--- src/hw/rtl/ffc_pkg.sv ---
// Shared types and codes for the keypad calculator.
`default_nettype none
package ffc_pkg;

  // Key event kinds (travel on in_tuser)
  typedef enum logic [1:0] {
    CMD_DIGIT  = 2'd0,
    CMD_OPER   = 2'd1,
    CMD_EQUALS = 2'd2,
    CMD_CLEAR  = 2'd3
  } cmd_t;

  // Entry phases as reported on the result
  typedef enum logic [2:0] {
    PH_EMPTY  = 3'd0,
    PH_FIRST  = 3'd1,
    PH_OPER   = 3'd2,
    PH_SECOND = 3'd3,
    PH_EQUALS = 3'd4
  } phase_t;

  // Operation codes
  localparam logic [2:0] OP_NONE = 3'd0;
  localparam logic [2:0] OP_ADD  = 3'd1;
  localparam logic [2:0] OP_SUB  = 3'd2;
  localparam logic [2:0] OP_MUL  = 3'd3;
  localparam logic [2:0] OP_DIV  = 3'd4;

  localparam int unsigned OUT_VAL_W = 32;
  localparam int unsigned IN_DATA_W = 8;
  localparam int unsigned OUT_DATA_W = 104;

  // Controller states
  typedef enum logic [1:0] {
    ST_IDLE = 2'd0,
    ST_ITER = 2'd1,
    ST_FIN  = 2'd2,
    ST_SNAP = 2'd3
  } state_t;

  // Controller to datapath
  typedef struct packed {
    logic apply;   // apply the accepted key event
    logic step;    // one multiply/divide iteration
    logic finish;  // write the iterative result to the answer
    logic snap;    // load the result register
  } ctrl_cmd_t;

  // Datapath to controller
  typedef struct packed {
    logic long_op; // equals now needs the iterative unit
    logic last;    // final iteration in progress
  } dp_status_t;

endpackage
`default_nettype wire

--- src/hw/rtl/ffc_ctrl.sv ---
// Sequencing state machine and result-beat handshake for the calculator.
`default_nettype none
module ffc_ctrl (
  input  wire                 clk,
  input  wire                 rst_n,
  input  wire                 in_tvalid,
  output logic                in_tready,
  input  wire ffc_pkg::cmd_t  in_cmd,
  output logic                out_tvalid,
  input  wire                 out_tready,
  input  wire ffc_pkg::dp_status_t status,
  output ffc_pkg::ctrl_cmd_t  cmd
);

  ffc_pkg::state_t state_r, state_nxt;
  logic            out_valid_r, out_valid_nxt;

  always_ff @(posedge clk) begin
    if (!rst_n) begin
      state_r     <= ffc_pkg::ST_IDLE;
      out_valid_r <= 1'b0;
    end else begin
      state_r     <= state_nxt;
      out_valid_r <= out_valid_nxt;
    end
  end

  always_comb begin
    state_nxt     = state_r;
    out_valid_nxt = out_valid_r && !out_tready;
    cmd           = '0;
    in_tready     = 1'b0;
    case (state_r)
      ffc_pkg::ST_IDLE: begin
        in_tready = 1'b1;
        if (in_tvalid) begin
          cmd.apply = 1'b1;
          if (in_cmd == ffc_pkg::CMD_EQUALS && status.long_op) begin
            state_nxt = ffc_pkg::ST_ITER;
          end else begin
            state_nxt = ffc_pkg::ST_SNAP;
          end
        end
      end
      ffc_pkg::ST_ITER: begin
        cmd.step = 1'b1;
        if (status.last) begin
          state_nxt = ffc_pkg::ST_FIN;
        end
      end
      ffc_pkg::ST_FIN: begin
        cmd.finish = 1'b1;
        state_nxt  = ffc_pkg::ST_SNAP;
      end
      ffc_pkg::ST_SNAP: begin
        // wait for the result slot to be free or draining
        if (!out_valid_r || out_tready) begin
          cmd.snap      = 1'b1;
          out_valid_nxt = 1'b1;
          state_nxt     = ffc_pkg::ST_IDLE;
        end
      end
      default: begin
        state_nxt = ffc_pkg::ST_IDLE;
      end
    endcase
  end

  assign out_tvalid = out_valid_r;

endmodule
`default_nettype wire

--- src/hw/rtl/ffc_dp.sv ---
// Calculator datapath: entry registers, operand build, iterative multiply/divide.
`default_nettype none
module ffc_dp #(
  parameter int unsigned DATA_WIDTH = 32
) (
  input  wire                                 clk,
  input  wire                                 rst_n,
  input  wire ffc_pkg::ctrl_cmd_t             cmd,
  output ffc_pkg::dp_status_t                 status,
  input  wire ffc_pkg::cmd_t                  in_cmd,
  input  wire  [3:0]                          in_digit,
  input  wire  [2:0]                          in_operation,
  output logic [ffc_pkg::OUT_DATA_W-1:0]      out_data
);

  localparam int unsigned DW = DATA_WIDTH;
  localparam int unsigned CW = $clog2(DW + 1);

  ffc_pkg::phase_t phase_r;
  logic [DW-1:0]   first_r, second_r, answer_r;
  logic [2:0]      oper_r;
  logic            dz_r;

  // iterative unit
  logic [DW-1:0]   acc_r;    // product / remainder
  logic [DW-1:0]   opb_r;    // multiplicand / divisor
  logic [DW-1:0]   opq_r;    // multiplier / dividend, then quotient
  logic            neg_r;
  logic            is_div_r;
  logic [CW-1:0]   cnt_r;

  logic [DW-1:0]   first_x10, second_x10, digit_ext;
  logic [DW-1:0]   mag_a, mag_b;
  logic [DW:0]     rem_sh, rem_diff;
  logic [DW-1:0]   quot;
  logic            b_zero;

  logic [ffc_pkg::OUT_DATA_W-1:0] out_data_r;

  assign digit_ext  = DW'(in_digit);
  assign first_x10  = (first_r << 3) + (first_r << 1);
  assign second_x10 = (second_r << 3) + (second_r << 1);
  assign mag_a      = first_r[DW-1]  ? (~first_r + 1'b1)  : first_r;
  assign mag_b      = second_r[DW-1] ? (~second_r + 1'b1) : second_r;
  assign b_zero     = (second_r == '0);

  // restoring divide step
  assign rem_sh   = {acc_r, opq_r[DW-1]};
  assign rem_diff = rem_sh - {1'b0, opb_r};
  assign quot     = neg_r ? (~opq_r + 1'b1) : opq_r;

  assign status.long_op = (oper_r == ffc_pkg::OP_MUL) ||
                          (oper_r == ffc_pkg::OP_DIV && !b_zero);
  assign status.last    = (cnt_r == CW'(1));

  // architectural registers
  always_ff @(posedge clk) begin
    if (!rst_n) begin
      phase_r  <= ffc_pkg::PH_EMPTY;
      first_r  <= '0;
      second_r <= '0;
      answer_r <= '0;
      oper_r   <= ffc_pkg::OP_NONE;
      dz_r     <= 1'b0;
    end else if (cmd.apply) begin
      case (in_cmd)
        ffc_pkg::CMD_DIGIT: begin
          case (phase_r)
            ffc_pkg::PH_EMPTY: begin
              first_r <= digit_ext;
              phase_r <= ffc_pkg::PH_FIRST;
            end
            ffc_pkg::PH_FIRST:  first_r <= first_x10 + digit_ext;
            ffc_pkg::PH_OPER: begin
              second_r <= digit_ext;
              phase_r  <= ffc_pkg::PH_SECOND;
            end
            ffc_pkg::PH_SECOND: second_r <= second_x10 + digit_ext;
            default: ;
          endcase
        end
        ffc_pkg::CMD_OPER: begin
          if (phase_r == ffc_pkg::PH_FIRST || phase_r == ffc_pkg::PH_EQUALS) begin
            if (phase_r == ffc_pkg::PH_EQUALS) begin
              first_r <= answer_r;  // chain from last answer
            end
            oper_r  <= (in_operation inside {[ffc_pkg::OP_ADD:ffc_pkg::OP_DIV]}) ?
                       in_operation : ffc_pkg::OP_NONE;
            phase_r <= ffc_pkg::PH_OPER;
          end
        end
        ffc_pkg::CMD_EQUALS: begin
          phase_r <= ffc_pkg::PH_EQUALS;
          dz_r    <= 1'b0;
          case (oper_r)
            ffc_pkg::OP_ADD: answer_r <= first_r + second_r;
            ffc_pkg::OP_SUB: answer_r <= first_r - second_r;
            ffc_pkg::OP_MUL: ;  // answer written at finish
            ffc_pkg::OP_DIV: begin
              if (b_zero) begin
                answer_r <= '0;
                dz_r     <= 1'b1;
              end
            end
            default: answer_r <= '0;
          endcase
        end
        default: phase_r <= ffc_pkg::PH_EMPTY;
      endcase
    end else if (cmd.finish) begin
      answer_r <= is_div_r ? quot : acc_r;
    end
  end

  // iterative multiply / divide, one bit per cycle
  always_ff @(posedge clk) begin
    if (cmd.apply) begin
      is_div_r <= (oper_r == ffc_pkg::OP_DIV);
      neg_r    <= first_r[DW-1] ^ second_r[DW-1];
      cnt_r    <= CW'(DW);
      acc_r    <= '0;
      if (oper_r == ffc_pkg::OP_DIV) begin
        opb_r <= mag_b;
        opq_r <= mag_a;
      end else begin
        opb_r <= first_r;
        opq_r <= second_r;
      end
    end else if (cmd.step) begin
      cnt_r <= cnt_r - 1'b1;
      if (is_div_r) begin
        if (!rem_diff[DW]) begin
          acc_r <= rem_diff[DW-1:0];
          opq_r <= {opq_r[DW-2:0], 1'b1};
        end else begin
          acc_r <= rem_sh[DW-1:0];
          opq_r <= {opq_r[DW-2:0], 1'b0};
        end
      end else begin
        if (opq_r[0]) begin
          acc_r <= acc_r + opb_r;
        end
        opb_r <= opb_r << 1;
        opq_r <= opq_r >> 1;
      end
    end
  end

  // result register
  always_ff @(posedge clk) begin
    if (cmd.snap) begin
      out_data_r <= {1'b0,
                     dz_r,
                     ffc_pkg::OUT_VAL_W'(signed'(answer_r)),
                     ffc_pkg::OUT_VAL_W'(signed'(second_r)),
                     oper_r,
                     ffc_pkg::OUT_VAL_W'(signed'(first_r)),
                     phase_r};
    end
  end

  assign out_data = out_data_r;

endmodule
`default_nettype wire

--- src/hw/rtl/four_function_calculator_entry_core.sv ---
// Top level of the keypad-driven four-function integer calculator.
//
//  channel | ports            | beat contents (low bit first)
//  --------+------------------+------------------------------------------------
//  input   | in_t*  (slave)   | tuser[1:0] command; tdata digit[3:0], operation[6:4]
//  result  | out_t* (master)  | tdata phase, first_operand, pending_operation,
//          |                  |   second_operand, answer, divide_by_zero
//
// Every key beat yields exactly one result beat (a snapshot after the event).
// Digit, operator, clear and add/subtract/unset/zero-divisor equals go from IDLE
// straight to SNAP; multiply or nonzero-divisor divide equals first pass through
// ITER and FIN, the shift-add / restoring-divide unit retiring one bit per cycle.
// Reset (rst_n low, synchronous) returns to the empty phase with all values zero.
// A waiting result beat does not block the next key beat; only its snapshot waits.
`default_nettype none
module four_function_calculator_entry_core #(
  parameter int unsigned DATA_WIDTH = 32
) (
  input  wire                               clk,
  input  wire                               rst_n,
  // key events
  input  wire                               in_tvalid,
  output logic                              in_tready,
  input  wire  [ffc_pkg::IN_DATA_W-1:0]     in_tdata,  // digit[3:0], operation[6:4], pad[7]
  input  wire  [1:0]                        in_tuser,  // command[1:0]
  // state snapshots
  output logic                              out_tvalid,
  input  wire                               out_tready,
  output logic [ffc_pkg::OUT_DATA_W-1:0]    out_tdata  // phase[2:0], first_operand[34:3],
                                                       // pending_operation[37:35],
                                                       // second_operand[69:38],
                                                       // answer[101:70],
                                                       // divide_by_zero[102], pad[103]
);

  ffc_pkg::ctrl_cmd_t  cmd;
  ffc_pkg::dp_status_t status;
  ffc_pkg::cmd_t       key_cmd;

  assign key_cmd = ffc_pkg::cmd_t'(in_tuser);

  // sequencing and output beat handshake
  ffc_ctrl u_ctrl (
    .clk        (clk),
    .rst_n      (rst_n),
    .in_tvalid  (in_tvalid),
    .in_tready  (in_tready),
    .in_cmd     (key_cmd),
    .out_tvalid (out_tvalid),
    .out_tready (out_tready),
    .status     (status),
    .cmd        (cmd)
  );

  // entry registers and arithmetic
  ffc_dp #(
    .DATA_WIDTH (DATA_WIDTH)
  ) u_dp (
    .clk          (clk),
    .rst_n        (rst_n),
    .cmd          (cmd),
    .status       (status),
    .in_cmd       (key_cmd),
    .in_digit     (in_tdata[3:0]),
    .in_operation (in_tdata[6:4]),
    .out_data     (out_tdata)
  );

endmodule
`default_nettype wire
--- config.mk ---
export PLATFORM = sky130hd
export DESIGN_NAME = four_function_calculator_entry_core
export DESIGN_NICKNAME = d
export VERILOG_FILES = /design/src/hw/rtl/ffc_pkg.sv /design/src/hw/rtl/ffc_ctrl.sv /design/src/hw/rtl/ffc_dp.sv /design/src/hw/rtl/four_function_calculator_entry_core.sv
export SDC_FILE = /design/constraint.sdc
export NUM_CORES = 1
export LEC_CHECK = 0
export BUFFER_PORTS_ARGS = -buffer_cell sky130_fd_sc_hd__buf_4
export CAP_MARGIN = 25
export CORE_ASPECT_RATIO = 0.9
export CORE_MARGIN = 5
export CORE_UTILIZATION = 60
export CTS_CLUSTER_DIAMETER = 100
export DETAILED_ROUTE_END_ITERATION = 6
export PLACE_DENSITY_LB_ADDON = 0.3
export SLEW_MARGIN = 10
export SYNTH_ARGS = -nofsm -noshare
export SYNTH_HDL_FRONTEND = slang
export SYNTH_HIERARCHICAL = 1
export SYNTH_SLANG_ARGS = --single-unit
export TNS_END_PERCENT = 1
--- constraint.sdc ---
create_clock -name clk -period 8.4 [get_ports clk]
set_input_delay 0.84 -clock clk [delete_from_list [all_inputs] [get_ports clk]]
set_output_delay 0.84 -clock clk [all_outputs]
set_load 0.03 [all_outputs]
==> reports/metrics.yaml, run 1 <==
clock_network:
  post_cts_repair_resize_count: 0
  cts_tree: "yes"
  cts_inserted_buffers: 36
  clkTransAtPathRegs_ns: 0.07
  cts_sinks: 313
  ctsHtreeMaxLevel: 2
  ctsHoldBuffers: 0
  cts_setup_buffers: 0
  max-clock-path-buffers: 3
  worst_skew_pair.late_latency_ns: 0.54
  cts-root-buf: "sky130_fd_sc_hd__clkbuf_16"
job:
  drv.max_cap_violation_count: 0
floorplanning:
  row_count: 69
  core_um2: 39630
  initial_core_util: 0.6102
  ioPinCount: 120
  vert_die_dim_um: 200.4
  floorplan.die.width_um: 221.6
  die-area_um2: 44420
global_route:
  grt_use_total: 0.3037
  first_global_vias: 20720
  grt_antenna_before_repair: 4
  globalRouteOverflowTotal: 0
  first_pass_grt_wire_length_um: 111700
  grt_start_max_net_pins: 111
finish:
  area.growth.synth_to_final_pct: 9.733
  nets: 3054
  n_fill_cell: 3236
  antennaDiodeCount: 0
  post_route_cells_drive_above_1_share: 0.08729
worst_setup_path:
  critical_path_arrival_ns: 5.97
  critical_path_maximum_fanout: 11
  worst_ep_required_time_ns: 8.81
  timing.setup.critical_path_class: "reg2reg"
  start_kind: "register"
  worst_case_register_to_register_setup_slack_ns: 2.84
  critPathCaptureType: "register"
yosys:
  synth_largest_type_area_fraction: 0.2099
  synth-seq-area-share: 0.3291
  synth_area_um2: 24180
  synth_nets: 3027
  number_of_flops_mapped_to_enable_cells_by_yosys: 169
  synthCells: 2786
  yosys_register_bits: 313
  syn_area_per_cell_um2: 8.679
  async_flop_share: 0
  count_of_different_cell_masters_after_synthesis: 85
  synth-main-ff-cell: "sky130_fd_sc_hd__edfxtp_1"
  synth.area.top_cells: "sky130_fd_sc_hd__edfxtp_1 (21%), sky130_fd_sc_hd__dfxtp_1 (12%), sky130_fd_sc_hd__ha_1 (11%)"
  synthesis.yosys.warnings: 6
  synthDominantAreaCellType: "sky130_fd_sc_hd__edfxtp_1"
place:
  portBuffers: 117
  place.gp.congestion: 0.9899
  place_hpwl_um: 52810
sta:
  timing.final.setup_violations: 0
  hold_violations: 0
  final.setup_skew_ns: 0.03006
  final_critical_path_required_period_ns: 5.561
  slew-limit-headroom: 0.2505
  timing.hold.ws_ns: 0.4648
  timing_max_transition_violations_final: 0
  setup_tns_ns: 0
  worstMarginPinSlew_ns: 1.096
  finalCritPeriodShare: 0.6621
  grt_setup_unrepaired: "no"
  fmax_ghz: 0.1798
route:
  first_iter_violations: 2239
  postRouteAntennaNets: 0
  routed_wl_um: 71420
  route.detailed.vias_per_inst: 6.574
  via_count: 22170
  drtPass1Iterations: 6
  detail_route.drc_violations: 0
  wire_per_inst_um: 21.17
power_and_ir_drop:
  leakagePower_nw: 11.26
  pwr_density_cell_nw_per_um2: 307.6
  vdd_drop_max_v: 0.0001854
run_status:
  status: "completed"
hold_path:
  hold_path.class: "reg2reg"
cells by family after synthesis:
family	synth area share
mux	0.02706
other cells	0.0001551
compound gates	0.2462
xor+xnor	0.08657
simple gates	0.1520
flops	0.3291
fa+ha+maj	0.1196
buf+inv	0.03933
registers in the layout, summed over array words and instances, names as in the netlist:
| name | flops |
|---|---|
| u_dp/out_data | 103 |
| u_dp/acc_r | 32 |
| u_dp/answer_r | 32 |
| u_dp/first_r | 32 |
| u_dp/opb_r | 32 |
| u_dp/opq_r | 32 |
| u_dp/second_r | 32 |
| u_dp/cnt_r | 6 |
| u_dp/oper_r | 3 |
| u_dp/phase_r | 3 |
| u_ctrl/state_r | 2 |
| u_ctrl/out_tvalid | 1 |
| u_dp/dz_r | 1 |
| u_dp/is_div_r | 1 |
| u_dp/neg_r | 1 |
layout make-up:
cell class                 instances  area (µm²)  area share
clock buffer                      53        1082     0.04079
timing repair buffer             148        1114     0.04197
inverter                          86       324.1     0.01221
clock inverter                    13       81.33    0.003065
sequential                       313        7958      0.2999
multi-input combinational       2228       15310      0.5770
tap                              532       665.6     0.02509
critical path: stages, from the launching register on:
cell	delay, ns
sky130_fd_sc_hd__dfxtp_1	0.47
sky130_fd_sc_hd__nor3_1	0.40
sky130_fd_sc_hd__nand3_1	0.26
sky130_fd_sc_hd__or4_1	0.55
sky130_fd_sc_hd__or4_1	0.52
sky130_fd_sc_hd__nand2_1	0.12
sky130_fd_sc_hd__xor2_1	0.09
sky130_fd_sc_hd__ha_1	0.39
sky130_fd_sc_hd__and3_1	0.21
sky130_fd_sc_hd__nand2_1	0.08
sky130_fd_sc_hd__a2111oi_0	0.93
sky130_fd_sc_hd__nor3_1	0.20
sky130_fd_sc_hd__o211ai_1	0.34
sky130_fd_sc_hd__nand4_1	0.25
sky130_fd_sc_hd__and4b_1	0.26
sky130_fd_sc_hd__nor4_1	0.26
sky130_fd_sc_hd__nor2_1	0.08
synth_stat cells, types with 14 or more instances:
library cell	instances
sky130_fd_sc_hd__o221ai_1	15
sky130_fd_sc_hd__nand2_1	262
sky130_fd_sc_hd__o41ai_1	14
sky130_fd_sc_hd__a211oi_1	50
sky130_fd_sc_hd__nor2_1	200
sky130_fd_sc_hd__or4_1	16
sky130_fd_sc_hd__inv_1	84
sky130_fd_sc_hd__a221oi_1	22
sky130_fd_sc_hd__nand2b_1	32
sky130_fd_sc_hd__a21oi_1	196
sky130_fd_sc_hd__nor2b_1	25
sky130_fd_sc_hd__o211ai_1	86
sky130_fd_sc_hd__nor3_1	60
sky130_fd_sc_hd__dfxtp_1	144
sky130_fd_sc_hd__o21a_1	20
sky130_fd_sc_hd__a21o_1	78
sky130_fd_sc_hd__nor4_1	20
sky130_fd_sc_hd__xnor2_1	82
sky130_fd_sc_hd__nand3_1	53
sky130_fd_sc_hd__edfxtp_1	169
sky130_fd_sc_hd__o21ai_0	249
sky130_fd_sc_hd__xor2_1	157
sky130_fd_sc_hd__and3_1	20
sky130_fd_sc_hd__ha_1	220
sky130_fd_sc_hd__a31oi_1	32
sky130_fd_sc_hd__mux2i_1	62
sky130_fd_sc_hd__or3_1	25
sky130_fd_sc_hd__clkbuf_1	136
sky130_fd_sc_hd__o31ai_1	46
final timing paths:
path	from	to	cells after the start
setup / recovery	u_dp/second_r[2]	u_dp/answer_r[28]	16
hold reg to reg	u_dp/answer_r[29]	u_dp/out_data[99]	0
setup reg to reg	u_dp/second_r[2]	u_dp/answer_r[28]	16
hold / removal	u_dp/answer_r[29]	u_dp/out_data[99]	0
per-layer routing:
metal / routed length (µm) / vias up / share of wire / track usage
met3: 5212 / 180 / 0.073 / 0.04182
met5: 0 / - / 0 / 0
li1: - / 10420 / - / -
met4: 2866 / 0 / 0.040 / 0.1072
met2: 33540 / 929 / 0.47 / 0.5099
met1: 29800 / 10650 / 0.42 / 0.4046
cells in the final DEF (no fill, tap or decap), types with 82 or more instances in the layout:
master                     count
sky130_fd_sc_hd__nand2_1     262
sky130_fd_sc_hd__o21ai_0     249
sky130_fd_sc_hd__ha_1        220
sky130_fd_sc_hd__nor2_1      199
sky130_fd_sc_hd__a21oi_1     196
sky130_fd_sc_hd__edfxtp_1    169
sky130_fd_sc_hd__xor2_1      157
sky130_fd_sc_hd__buf_4       147
sky130_fd_sc_hd__dfxtp_1     144
sky130_fd_sc_hd__o211ai_1     86
sky130_fd_sc_hd__inv_1        83
sky130_fd_sc_hd__xnor2_1      82
power breakdown:
part	total [W]	leakage [nW]	switching (W)	internal, W
clock network	0.00155	0.572	0.000650	0.000899
registers	0.00258	2.79	0.000448	0.00213
logic	0.00403	7.90	0.00247	0.00157
total	0.00816	11.3	0.00356	0.00460
per-stage QoR:
| stage | instance area, µm² | util | cells | worst slack (ns) | power, W |
|---|---|---|---|---|---|
| floorplan | 24180 | - | 2786 | 2.249 | 0.005524 |
| global placement | 25360 | 0.6400 | 3306 | 3.215 | 0.006397 |
| detailed placement | 25370 | 0.6402 | 3307 | 3.129 | 0.006542 |
| CTS | 26530 | 0.6696 | 3373 | 3.094 | 0.008114 |
| global route | 26530 | 0.6696 | 3373 | 2.652 | 0.008705 |
| finish | 26530 | 0.6696 | 3373 | 2.839 | 0.008161 |
Note: power is estimated with default switching activity, not from simulation.
==> run 2, diff against run 1 <==
==> constraint.sdc (replaced) <==
create_clock -name clk -period 5.8 [get_ports clk]
set_input_delay 0.58 -clock clk [delete_from_list [all_inputs] [get_ports clk]]
set_output_delay 0.58 -clock clk [all_outputs]
set_load 0.03 [all_outputs]
==> run 2 against run 1 <==
Net effect:
- largest power group unchanged
- setup slack worse by 2.3 ns
- count of clock-buffer cells in the layout decreased by 5
- clock power up 45%
- via count grew 0.27%
- sequential power up 45%
- largest cell class unchanged
- combinational power is 48% higher
- total power increased by 46%
- critical path depth increased by 1
==> reports/metrics.yaml, run 2 (synthesis gave the netlist of run 1 again) <==
global_route:
  first_pass_grt_wire_length_um: 113900  # +2.0%
  gr-max-usage-layer: "met2"
  groute.layer.met2.usage: 0.5180  # +0.008107
  grt_antenna_before_repair: 5  # +1
  grt_start_max_net_pins: 161  # +45%
  grtUsageMet3: 0.04738  # +0.005556
  grt.met1_usage: 0.4118  # +0.007283
  grt_use_total: 0.3112  # +0.007511
  first_global_vias: 21240  # +2.5%
  globalRouteOverflowTotal: 0  # unchanged
worst_setup_path:
  timing.critical_path.slowest_stage_cell: "sky130_fd_sc_hd__a2111oi_0"
  reg2reg_depth: 17  # +1
  crit_chain: "nor3_1 > nand3_1 > or4_1 > or4_1 > nand2_1 > xor2_1 > ha_1 > and3_1 > nand2_1 > a2111oi_0 > buf_4 > nor3_1 > o211ai_1 > nand4_1 > o211ai_1 > mux2i_1 > o221a_2"
  cp_top_family: "simple AND/OR/NAND/NOR gates"
  timing.setup.critical_path_class: "reg2reg"
  critical_path_maximum_fanout: 9  # -2
  start_kind: "register"
  largest_stage_delay_worst_path_ns: 0.60  # -0.33 ns
  r2r_end: "u_dp/answer_r[30]"
  critical_path_arrival_ns: 5.69  # -0.28 ns
  worstPathBufferInverterCount: 1  # +1
  critPathCaptureType: "register"
  worst_case_register_to_register_setup_slack_ns: 0.58  # -2.26 ns
  worst_ep_required_time_ns: 6.27  # -2.54 ns
  rr_startpoint: "u_dp/second_r[4]"
finish:
  mostFrequentLayoutCell: "sky130_fd_sc_hd__nand2_1"
  largest_register_ffs: 103  # unchanged
  n_fill_cell: 3251  # +0.46%
  most-common-layout-cells: "sky130_fd_sc_hd__nand2_1 (262), sky130_fd_sc_hd__o21ai_0 (249), sky130_fd_sc_hd__ha_1 (220), sky130_fd_sc_hd__nor2_1 (199), sky130_fd_sc_hd__a21oi_1 (196)"
  post_route_cells_drive_above_1_share: 0.09336  # +0.006063
  area.growth.synth_to_final_pct: 10.41
  final_area_um2: 26700  # +0.61%
  antennaDiodeCount: 0  # unchanged
  multi_input_comb_area_um2: 15310  # unchanged
  nets: 3074  # +0.65%
  ff_latch_area_um2: 7958  # unchanged
sta:
  final_critical_path_required_period_ns: 5.221  # -0.3409 ns
  timing_max_transition_violations_final: 0  # unchanged
  grt_setup_unrepaired: "no"
  hold_violations: 0  # unchanged
  setup_tns_ns: 0  # unchanged
  fmax_ghz: 0.1916  # +6.5%
  finalCritPeriodShare: 0.9001  # +0.2380
  slew-limit-headroom: 0.2258  # -0.02474
  timing.final.setup_violations: 0  # unchanged
  final.setup_skew_ns: 0.02151  # -0.008552 ns
  worstMarginPinSlew_ns: 1.147  # +0.05089 ns
clock_network:
  ctsHtreeMaxLevel: 2  # unchanged
  post_cts_repair_resize_count: 0  # unchanged
  cts-root-buf: "sky130_fd_sc_hd__clkbuf_16"
  ctsHoldBuffers: 0  # unchanged
  max-clock-path-buffers: 3  # unchanged
  cts_sinks: 313  # unchanged
  cts_inserted_buffers: 35  # -2.8%
  clkTransAtPathRegs_ns: 0.06  # about the same
  cts_tree: "yes"
  worst_skew_pair.late_latency_ns: 0.54  # about the same
  cts_setup_buffers: 0  # unchanged
power_and_ir_drop:
  vdd_drop_max_v: 0.0002453  # +32%
  combPwrFrac: 0.499  # +0.005
  power.share.sequential: 0.313  # -0.003
  leakagePower_nw: 11.36  # +0.93%
  pwr_density_cell_nw_per_um2: 447.2  # +45%
  power_switching_share: 0.4381  # +0.001350
  net-switching-power_w: 0.005230  # +47%
  internal_power_w: 0.006707  # +46%
  power.clock.fraction: 0.188  # -0.002
route:
  detail_route.drc_violations: 0  # unchanged
  first_iter_violations: 2597  # +16%
  route.detailed.vias_per_inst: 6.555  # -0.29%
  routed_wl_um: 72880  # +2.0%
  wire_per_inst_um: 21.49  # +1.5%
  drtPass1Iterations: 6  # unchanged
  postRouteAntennaNets: 0  # unchanged
  via_count: 22230  # +0.27%
floorplanning:
  vert_die_dim_um: 200.4  # unchanged
  initial_core_util: 0.6102  # unchanged
  floorplan.die.width_um: 221.6  # unchanged
  core_um2: 39630  # unchanged
  row_count: 69  # unchanged
  die-area_um2: 44420  # unchanged
  ioPinCount: 120  # unchanged
place:
  portBuffers: 117  # unchanged
  place.gp.congestion: 0.9573  # -3.3%
  post_dp_cell_area_um2: 25530  # +0.63%
  place_hpwl_um: 54470  # +3.1%
run_status:
  status: "completed"
hold_path:
  hold_path_startpoint: "in_tdata[0]"
  holdPathEnd: "u_dp/second_r[0]"
  hold_path.class: "in2reg"
  whs_path_depth: 3  # +3
job:
  drv.max_cap_violation_count: 0  # unchanged
## run 2: cell count changes in the layout (fill, tap and decap cells not counted), sizes merged
cell	before	now
buf	147	168
clkdlybuf4s18	1	0
clkbuf	53	49
bufinv	0	2
inv	86	87
## run 2: layer usage
layer / routed length (µm) / vias to the layer above / part of all wire
li1: - / 10470 / -
met1: 30070 / 10590 / 0.41
met2: 33930 / 983 / 0.47
met3: 5811 / 193 / 0.080
met4: 3072 / 0 / 0.042
met5: 0 / - / 0
## run 2: how the worst max path moves through the flow
stage / slack (ns) / from / cells after the start / to
after global routing: 0.31 / u_dp/second_r[4] / 16 / u_dp/answer_r[29]
after CTS: 0.77 / u_dp/second_r[4] / 17 / u_dp/answer_r[30]
after global placement: 0.95 / u_dp/second_r[10] / 12 / u_dp/answer_r[0]
final: 0.58 / u_dp/second_r[4] / 17 / u_dp/answer_r[30]
after floorplan: 1.36 / u_dp/second_r[2] / 17 / u_dp/answer_r[24]
after detailed placement: 0.83 / u_dp/second_r[3] / 17 / u_dp/answer_r[30]
## run 2: area by class of cell
| cell class | count | area share |
|---|---|---|
| flip-flops and latches | 313 | 0.2981 |
| repair buffers | 169 | 0.04893 |
| inverters | 86 | 0.01214 |
| clock inverters | 16 | 0.005531 |
| multi-input cells | 2228 | 0.5734 |
| clock buffers | 48 | 0.03693 |
| well taps | 532 | 0.02493 |
## run 2: power by group through the flow
| stage | registers [W] | logic [W] | clock network (W) |
|---|---|---|---|
| CTS | 0.00372 | 0.00588 | 0.00227 |
| global placement | 0.00374 | 0.00564 | 0 |
| detailed placement | 0.00376 | 0.00583 | 0 |
| global route | 0.00380 | 0.00654 | 0.00236 |
| finish | 0.00373 | 0.00596 | 0.00224 |
| floorplan | 0.00367 | 0.00432 | 0 |
## run 2: worst register-to-register path, cell delays in order (launching register included)
cell,delay (ns)
sky130_fd_sc_hd__dfxtp_1,0.46
sky130_fd_sc_hd__nor3_1,0.33
sky130_fd_sc_hd__nand3_1,0.28
sky130_fd_sc_hd__or4_1,0.56
sky130_fd_sc_hd__or4_1,0.52
sky130_fd_sc_hd__nand2_1,0.12
sky130_fd_sc_hd__xor2_1,0.07
sky130_fd_sc_hd__ha_1,0.39
sky130_fd_sc_hd__and3_1,0.23
sky130_fd_sc_hd__nand2_1,0.11
sky130_fd_sc_hd__a2111oi_0,0.60
sky130_fd_sc_hd__buf_4,0.23
sky130_fd_sc_hd__nor3_1,0.07
sky130_fd_sc_hd__o211ai_1,0.29
sky130_fd_sc_hd__nand4_1,0.22
sky130_fd_sc_hd__o211ai_1,0.25
sky130_fd_sc_hd__mux2i_1,0.21
sky130_fd_sc_hd__o221a_2,0.20
## run 2: stage by stage
step | setup WS (ns) | utilization | power, W | cells | hold WS [ns]
global placement | 0.9502 | 0.6439 | 0.009378 | 3325 | 0.4426
global route | 0.3070 | 0.6737 | 0.01270 | 3392 | 0.3100
floorplan | 1.362 | - | 0.007990 | 2786 | 0.4064
CTS | 0.7738 | 0.6729 | 0.01186 | 3390 | 0.2973
finish | 0.5795 | 0.6737 | 0.01194 | 3392 | 0.3194
detailed placement | 0.8274 | 0.6442 | 0.009590 | 3326 | 0.4477
